### src/sv/ccnp_pkg.sv
`default_nettype none
// ============================================================================
// ccnp_pkg
// Shared widths, operation codes, status codes and the command and status
// structures that join the controller to the datapath.
// ============================================================================
package ccnp_pkg;

    // Coordinate and radius widths.
    localparam int CW    = 32;
    localparam int RW    = CW - 2;
    // Centre difference, signed.
    localparam int DXW   = CW + 2;
    // Multiplier operand and product widths.
    localparam int MW    = CW + 4;
    localparam int PW    = 2 * MW;
    // Squared centre distance, squared radius sum and difference, and squared radius.
    localparam int DW    = 2 * CW + 3;
    localparam int SQW   = 2 * (CW - 1);
    localparam int RSQW  = 2 * RW;
    // Rounded centre distance.
    localparam int DVW   = CW;
    // Wide signed sums and dividends.
    localparam int NW    = 2 * CW;
    // Quotient and candidate point widths.
    localparam int QW    = CW + 2;
    localparam int SW    = CW + 4;
    // Squared distance to the old point.
    localparam int DSW   = PW + 1;
    // Running total.
    localparam int TW    = 32;

    localparam int OPW   = 5;

    localparam logic [OPW-1:0] OP_SQ_DX    = 5'd0;
    localparam logic [OPW-1:0] OP_SQ_DY    = 5'd1;
    localparam logic [OPW-1:0] OP_SQ_SUM   = 5'd2;
    localparam logic [OPW-1:0] OP_SQ_DIFF  = 5'd3;
    localparam logic [OPW-1:0] OP_CLASSIFY = 5'd4;
    localparam logic [OPW-1:0] OP_SQRT_D   = 5'd5;
    localparam logic [OPW-1:0] OP_SQ_R1    = 5'd6;
    localparam logic [OPW-1:0] OP_SQ_R2    = 5'd7;
    localparam logic [OPW-1:0] OP_DIV_A    = 5'd8;
    localparam logic [OPW-1:0] OP_SQ_A     = 5'd9;
    localparam logic [OPW-1:0] OP_SQRT_H   = 5'd10;
    localparam logic [OPW-1:0] OP_MUL_AX   = 5'd11;
    localparam logic [OPW-1:0] OP_MUL_AY   = 5'd12;
    localparam logic [OPW-1:0] OP_MUL_HX   = 5'd13;
    localparam logic [OPW-1:0] OP_MUL_HY   = 5'd14;
    localparam logic [OPW-1:0] OP_DIV_S1X  = 5'd15;
    localparam logic [OPW-1:0] OP_DIV_S1Y  = 5'd16;
    localparam logic [OPW-1:0] OP_DIV_S2X  = 5'd17;
    localparam logic [OPW-1:0] OP_DIV_S2Y  = 5'd18;
    localparam logic [OPW-1:0] OP_DST_1X   = 5'd19;
    localparam logic [OPW-1:0] OP_DST_1Y   = 5'd20;
    localparam logic [OPW-1:0] OP_DST_2X   = 5'd21;
    localparam logic [OPW-1:0] OP_DST_2Y   = 5'd22;
    localparam logic [OPW-1:0] OP_FINISH   = 5'd23;

    localparam logic [1:0] STAT_OK    = 2'd0;
    localparam logic [1:0] STAT_FAR   = 2'd1;
    localparam logic [1:0] STAT_CLOSE = 2'd2;
    localparam logic [1:0] STAT_COINC = 2'd3;

    typedef struct packed {
        logic           load;
        logic           run;
        logic           start;
        logic [OPW-1:0] op;
    } cmd_t;

    typedef struct packed {
        logic done;
        logic err;
        logic tangent;
    } stat_t;

endpackage
`default_nettype wire

### src/sv/ccnp_controller.sv
`default_nettype none
// ============================================================================
// ccnp_controller
// Sequencer: steps the datapath through its operations for one item.
// ============================================================================
module ccnp_controller (
    input  logic                  aclk,
    input  logic                  aresetn,
    input  logic                  s_valid,
    output logic                  s_ready,
    output ccnp_pkg::cmd_t        cmd,
    input  ccnp_pkg::stat_t       stat
);
    import ccnp_pkg::*;

    localparam logic ST_IDLE = 1'b0;
    localparam logic ST_RUN  = 1'b1;

    logic           state_reg;
    logic [OPW-1:0] op_reg;
    logic           started_reg;

    function automatic logic [OPW-1:0] next_op(input logic [OPW-1:0] op,
                                              input logic err, input logic tan);
        logic [OPW-1:0] n;
        n = OP_FINISH;
        unique case (op)
            OP_CLASSIFY: n = err ? OP_FINISH : OP_SQRT_D;
            OP_DIV_A:    n = tan ? OP_MUL_AX : OP_SQ_A;
            OP_DIV_S1Y:  n = tan ? OP_FINISH : OP_DIV_S2X;
            OP_DST_2Y:   n = OP_FINISH;
            default:     n = op + OPW'(1);
        endcase
        return n;
    endfunction

    assign s_ready   = (state_reg == ST_IDLE);
    assign cmd.load  = s_valid && s_ready;
    assign cmd.run   = (state_reg == ST_RUN);
    assign cmd.start = (state_reg == ST_RUN) && !started_reg;
    assign cmd.op    = op_reg;

    always_ff @(posedge aclk) begin
        if (!aresetn) begin
            state_reg   <= ST_IDLE;
            op_reg      <= OP_SQ_DX;
            started_reg <= 1'b0;
        end else begin
            unique case (state_reg)
                ST_IDLE: begin
                    if (s_valid) begin
                        state_reg   <= ST_RUN;
                        op_reg      <= OP_SQ_DX;
                        started_reg <= 1'b0;
                    end
                end
                ST_RUN: begin
                    started_reg <= 1'b1;
                    if (stat.done) begin
                        started_reg <= 1'b0;
                        if (op_reg == OP_FINISH) begin
                            state_reg <= ST_IDLE;
                        end else begin
                            op_reg <= next_op(op_reg, stat.err, stat.tangent);
                        end
                    end
                end
                default: state_reg <= ST_IDLE;
            endcase
        end
    end

endmodule
`default_nettype wire

### config.mk
export PLATFORM = sky130hd
export DESIGN_NAME = ccnp_controller
export DESIGN_NICKNAME = d
export VERILOG_FILES = /design/src/sv/ccnp_pkg.sv /design/src/sv/ccnp_controller.sv
export SDC_FILE = /design/constraint.sdc
export NUM_CORES = 1
export LEC_CHECK = 0
export BUFFER_PORTS_ARGS = -buffer_cell sky130_fd_sc_hd__buf_2
export CORE_MARGIN = 1
export CORE_UTILIZATION = 31
export DETAILED_ROUTE_END_ITERATION = 10
export HOLD_SLACK_MARGIN = 0.06
export SETUP_SLACK_MARGIN = 0.02
export SLEW_MARGIN = 40
export SYNTH_ARGS = -nofsm -noshare
export SYNTH_HDL_FRONTEND = slang
export SYNTH_SLANG_ARGS = --single-unit
### constraint.sdc
create_clock -name aclk -period 1.5 [get_ports aclk]
set_input_delay 0.225 -clock aclk [delete_from_list [all_inputs] [get_ports aclk]]
set_output_delay 0.225 -clock aclk [all_outputs]
set_load 0.005 [all_outputs]
### Word level (Yosys, flattened, before mapping)

Cells that the tools add are included.

* multiplexer cells: 15
* bitwise logic cells: 1
* reductions and logical operators: 4
* $add $sub $neg: 1
* equal/unequal tests: 8

Operator list (count)
* 2-to-1 mux 5 bit: 4
* case mux 5 bit (4 select lines): 1
* == test 5 bit (second input constant): 3
* case mux 5 bit (2 select lines): 1
* inequality test 2 bit (second input constant): 3
* adder 5 x 1 -> 5 bit (second input constant): 1
* == test 5 x 3 -> 1 bit (second input constant): 1
* == test 5 x 4 -> 1 bit (second input constant): 1
* 2-to-1 mux 1 bit: 5
* case mux 1 bit (2 select lines): 2
* 2-to-1 mux 3 bit: 1
* AND reduction 3 bit: 1
* logical AND 1 bit: 2
* 2-to-1 mux 2 bit: 1
* zero test 1 bit: 1
* inverter 1 bit: 1

* word-level logic and storage cells: 32
* output and inout port bits: 9
* register bits after elaboration: 7

### Longest topological paths before layout

* depth in word-level cells: 5
* depth in mapped cells: 6
* gate-level depth less buffers: 6

### Worst setup path before layout

OpenSTA, ideal clock, no wires.

* kind: register to register
* start point: reg op_reg[0]
* end point: reg op_reg[3]
* clock period less this slack: 1.693 ns
* slack: -0.193 ns
* path buffers: 0
* arrival: 1.624 ns
* data required time: 1.430 ns
* setup time: 0.070 ns
* stages on the path, launching flop included: 7
* cells stage by stage: dfxtp_1 -> inv_1 -> ha_1 -> or4bb_1 -> o211ai_2 -> or4_1 -> a21oi_1

* cells in the longest elaborated chain, start to end: 5

RTL lines
* start: declaration: line ccnp_controller.sv:20 `logic [OPW-1:0] op_reg;`
* start signal: assignment: line ccnp_controller.sv:64 `op_reg <= next_op(op_reg, stat.err, stat.tangent);`
* adder 5 x 1 -> 5 bit, or another cell as far along: line ccnp_controller.sv:32 `default: n = op + OPW'(1);`
* case mux 5 bit (4 select lines): line ccnp_controller.sv:27 `unique case (op)`
* 2-to-1 mux 5 bit: line ccnp_controller.sv:61 `if (op_reg == OP_FINISH) begin`
* 2-to-1 mux 5 bit: line ccnp_controller.sv:59 `if (stat.done) begin`
* case mux 5 bit (2 select lines): line ccnp_controller.sv:49 `unique case (state_reg)`

Parallel ways exist; a longest one is shown, timed or not. The select of a mux whose other input is x is not followed.
A chain may end at the register's enable or synchronous reset.

### Final worst setup path

* start point: reg op_reg[1]
* end point: reg op_reg[1]

The elaborated chain is that of the path after synthesis.

==> impl_results.rst <==
.. list-table::
   :header-rows: 1

   * - Metric
     - Value
   * - Run status
     - complete, but fails checks
   * - Failing checks
     - negative setup slack
   * - Met2 usage
     - 0.2294
   * - Vias per inst
     - 4.881
   * - NumNets Final
     - 104
   * - Setup Viol. Count Final
     - 4
   * - Number of placement rows
     - 14
   * - Leakage component of the power
     - 0.3469 nW
   * - Clock insertion delay at the later pin of the skew report
     - 0.25 ns
   * - Global-route wire length before repair
     - 2166 um
   * - Routed wire length
     - 1460 um
   * - Remaining antenna violation count after routing
     - 0
   * - Number of design rule violations left after detail routing
     - 0
   * - Actual slew at the worst max-slew pin
     - 0.3442 ns
   * - Min-Delay Path Class
     - primary input to flip-flop
   * - Cts bufs inserted
     - 3
   * - Critical path class
     - flip-flop to flip-flop
   * - Crit-path leading delay family
     - simple AND/OR/NAND/NOR gates
   * - CP Buf/Inv Count
     - 2
   * - Maximum clock skew at final layout
     - 0.0008825 ns
   * - Share of power burned in registers
     - 0.427
   * - Total of hold buffers inserted after clock tree synthesis
     - 0
   * - Max rail drop VDD
     - 0.0004654 V
   * - Mean area per synthesized cell
     - 8.585 um2
   * - Relative slew margins
     - 0.7639
   * - Crit path launch type
     - flip-flop
   * - Synthesis warning total
     - 0
   * - Seq cells post-synth
     - 7
   * - Worst min-delay path startpoint
     - stat[2]
   * - Total Neg Setup Slack
     - -0.1045 ns
   * - First-pass detailed-route iteration total
     - 4
   * - Area of the mapped netlist
     - 558.0 um2
   * - Number of nets produced by synthesis
     - 74
   * - Proportion of netlist area held by the largest area contributor
     - 0.2511
   * - Global placer's final weighted congestion
     - 0.8023
   * - Slack of the worst reg-to-reg path
     - -0.05 ns
   * - Total count of hold-check failures in the final report
     - 0
   * - Effective utilization at floorplan
     - 0.3501
   * - Floorplan core area
     - 1594 um2
   * - CP peak stage delay
     - 0.41 ns
   * - Fin crit share
     - 1.031
   * - Synthesized instance count
     - 65
   * - Seq/Total Area, Yosys
     - 0.2511
   * - Post-synthesis adder-cell area fraction
     - 0.06726
   * - Number of global-route vias before repair
     - 498
   * - Power Density
     - 576.0 nW/um2
   * - Maximum number of pins on one net before global-route repair
     - 13
   * - Final antenna diode count
     - 0
   * - Area enclosed by the die boundary
     - 1974 um2
   * - Final Slew Violations
     - 0
   * - Critical-path top delay cell
     - sky130_fd_sc_hd__or4bb_1
   * - TritonCTS clock tree
     - done
   * - Port Buffers
     - 14
   * - Largest register FFs
     - 5
   * - Hold Path End
     - state_reg
   * - Total clock sinks
     - 7
   * - Internal power contribution
     - 0.3349 mW
   * - Via Count
     - 576
   * - Starting DRT DRC Count
     - 8
   * - Total gr overflow
     - 0
   * - Sw Pwr
     - 0.1228 mW
   * - Post-DP HPWL
     - 987.8 um
   * - Total power draw
     - 0.4576 mW
   * - Critical path arrival
     - 1.70 ns
   * - Initial antenna violation count
     - 0
   * - Met3 GRT Util
     - 0.03673
   * - Share of cells above drive strength 1
     - 0.4681
   * - Maximum fanout along the worst path
     - 4
   * - Total I/O pin count
     - 15
   * - Post-layout minimum cycle time
     - 1.547 ns
   * - Cells along the critical path
     - inv_4 > ha_4 > or4bb_1 > o211ai_2 > buf_4 > o211ai_1 > o32ai_1
   * - Cell at the root of the clock tree
     - sky130_fd_sc_hd__clkbuf_4
   * - Clock network fraction of total power
     - 0.381
   * - Die Y-Extent
     - 44.43 um
   * - Mux cell area share after synthesis
     - 0.03587
   * - Post-synthesis xor/xnor area fraction
     - 0
   * - Global Route Usage Sum
     - 0.1582
   * - Capture instance of the worst register-to-register path
     - op_reg[1]
   * - Cells on Worst Hold Path
     - 2
   * - Share of total power consumed by net switching
     - 0.2683
   * - Sort of element at the end of the critical path
     - flip-flop
   * - Worst-case clock buffer depth
     - 2
   * - CP required
     - 1.65 ns
   * - Cell type with the highest aggregate area in the netlist
     - sky130_fd_sc_hd__dfxtp_1
   * - Startpoint of the lowest-slack register-to-register path
     - op_reg[1]
   * - Final worst slack
     - -0.04650 ns
   * - Average wire per standard cell
     - 12.37 um
   * - Leading post-synthesis cells by cell area
     - sky130_fd_sc_hd__dfxtp_1 25%, sky130_fd_sc_hd__ha_1 6.7%, sky130_fd_sc_hd__a21oi_1 4.5%
   * - Met1 layer usage reported by global route
     - 0.1985
   * - Leading cell types in the layout, fill and taps excluded
     - 15 x sky130_fd_sc_hd__buf_4, 14 x sky130_fd_sc_hd__buf_2, 5 x sky130_fd_sc_hd__a21oi_1, 4 x sky130_fd_sc_hd__dfxtp_1
   * - Leading cell type in the layout, fill and taps excluded
     - sky130_fd_sc_hd__buf_4
   * - Main combinational cell family by area after synthesis
     - simple AND/OR/NAND/NOR gates
   * - Comb power frac
     - 0.192
   * - Clock Pin Slew Worst Setup and Hold Paths
     - 0.05 ns
   * - R2R depth
     - 7
   * - Max Cap Viol
     - 0
   * - Setup repair after global routing missed its margin
     - true
   * - Synth Area in Compound Gates
     - 0.2556
   * - Die Width
     - 44.43 um
   * - Area growth from synthesis to final layout
     - 42.38%
   * - Basic-gate share of the synthesized area counting and, or, nand and nor cells
     - 0.3049
   * - Busiest layer in global routing
     - met2
   * - Fmax
     - 646.6 MHz
   * - Number of distinct library cell variants in the gate-level netlist after synthesis
     - 33
   * - H-Tree Level Count
     - 1
==> final cells by class <==
type | instances | area (um2)
Clock buffer | 4 | 26.28
Fill cell | 161 | 799.5
Inverter | 5 | 23.77
Multi-Input combinational cell | 49 | 382.9
Sequential cell | 7 | 148.9
Tap cell | 24 | 30.03
Timing Repair Buffer | 29 | 182.7
==> power groups by stage <==
stage	Clock (mW)	Combinational, mW	Sequential [mW]
after floorplan	0	0.0448	0.198
final	0.175	0.0877	0.195
after global routing	0.192	0.0965	0.196
after CTS	0.181	0.0838	0.196
after detailed placement	0	0.0784	0.200
after global placement	0	0.0778	0.199
==> layer usage <==
layer,vias to the layer above,routed length (um)
met3,2,47
met2,13,664
met5,-,0
met4,0,27
met1,261,721
li1,300,-
==> cells in the mapped netlist, drive strengths merged <==
cell and n:
dfxtp 7, a21oi 5, inv 5, buf 4, a31oi 3, ha 3, nand2 3, nand2b 3
o21ai 3, mux2i 2, nand3b 2, nor2 2, nor2b 2, nor3 2, o211ai 2, o21a 2
or2b 2, or3b 2, a311oi 1, and4b 1, nand4 1, nand4b 1, nand4bb 1, o2111ai 1
o221ai 1, o31ai 1, o32ai 1, or4 1, or4bb 1
==> metrics by stage <==
step / instance area (um2) / worst slack, ns / cells / hold WS, ns / utilization
3_3_place_gp: 729.5 / -0.01385 / 110 / 0.4631 / 0.4576
2_1_floorplan: 575.6 / 0.03609 / 65 / 0.3323 / -
3_5_place_dp: 729.5 / -0.08449 / 110 / 0.4601 / 0.4576
6_report: 794.5 / -0.04650 / 118 / 0.2013 / 0.4984
4_1_cts: 782.0 / -0.05719 / 117 / 0.1873 / 0.4906
5_1_grt: 794.5 / -0.09097 / 118 / 0.1936 / 0.4984
==> worst max path at each step <==
stage,startpoint,end,slack (ns),cells past startpoint
6_report,op_reg[1],op_reg[1],-0.05,7
4_1_cts,op_reg[0],op_reg[1],-0.06,7
5_1_grt,op_reg[1],op_reg[1],-0.09,7
3_5_place_dp,op_reg[3],op_reg[1],-0.08,5
3_3_place_gp,op_reg[3],op_reg[1],-0.01,5
2_1_floorplan,op_reg[0],op_reg[3],0.04,6
==> kinds of logic (layout without fill, tap and decap cells) <==
kind of cell               after synthesis  count (layout)
and+or+nand+nor                         24              24
DFF                                      7               7
buffers and inverters                    9              38
AOI/OAI and AO/OA                       20              20
adders and majority gates                3               3
muxes                                    2               2
==> timing repair <==
item / in CTS / in global routing
pin swaps: 6 / 4
gates resized for setup: 2 / 2
setup buffers: 3 / 1
endpoints found under the setup margin: 4 / 4
(Power assumes the default switching activity.)
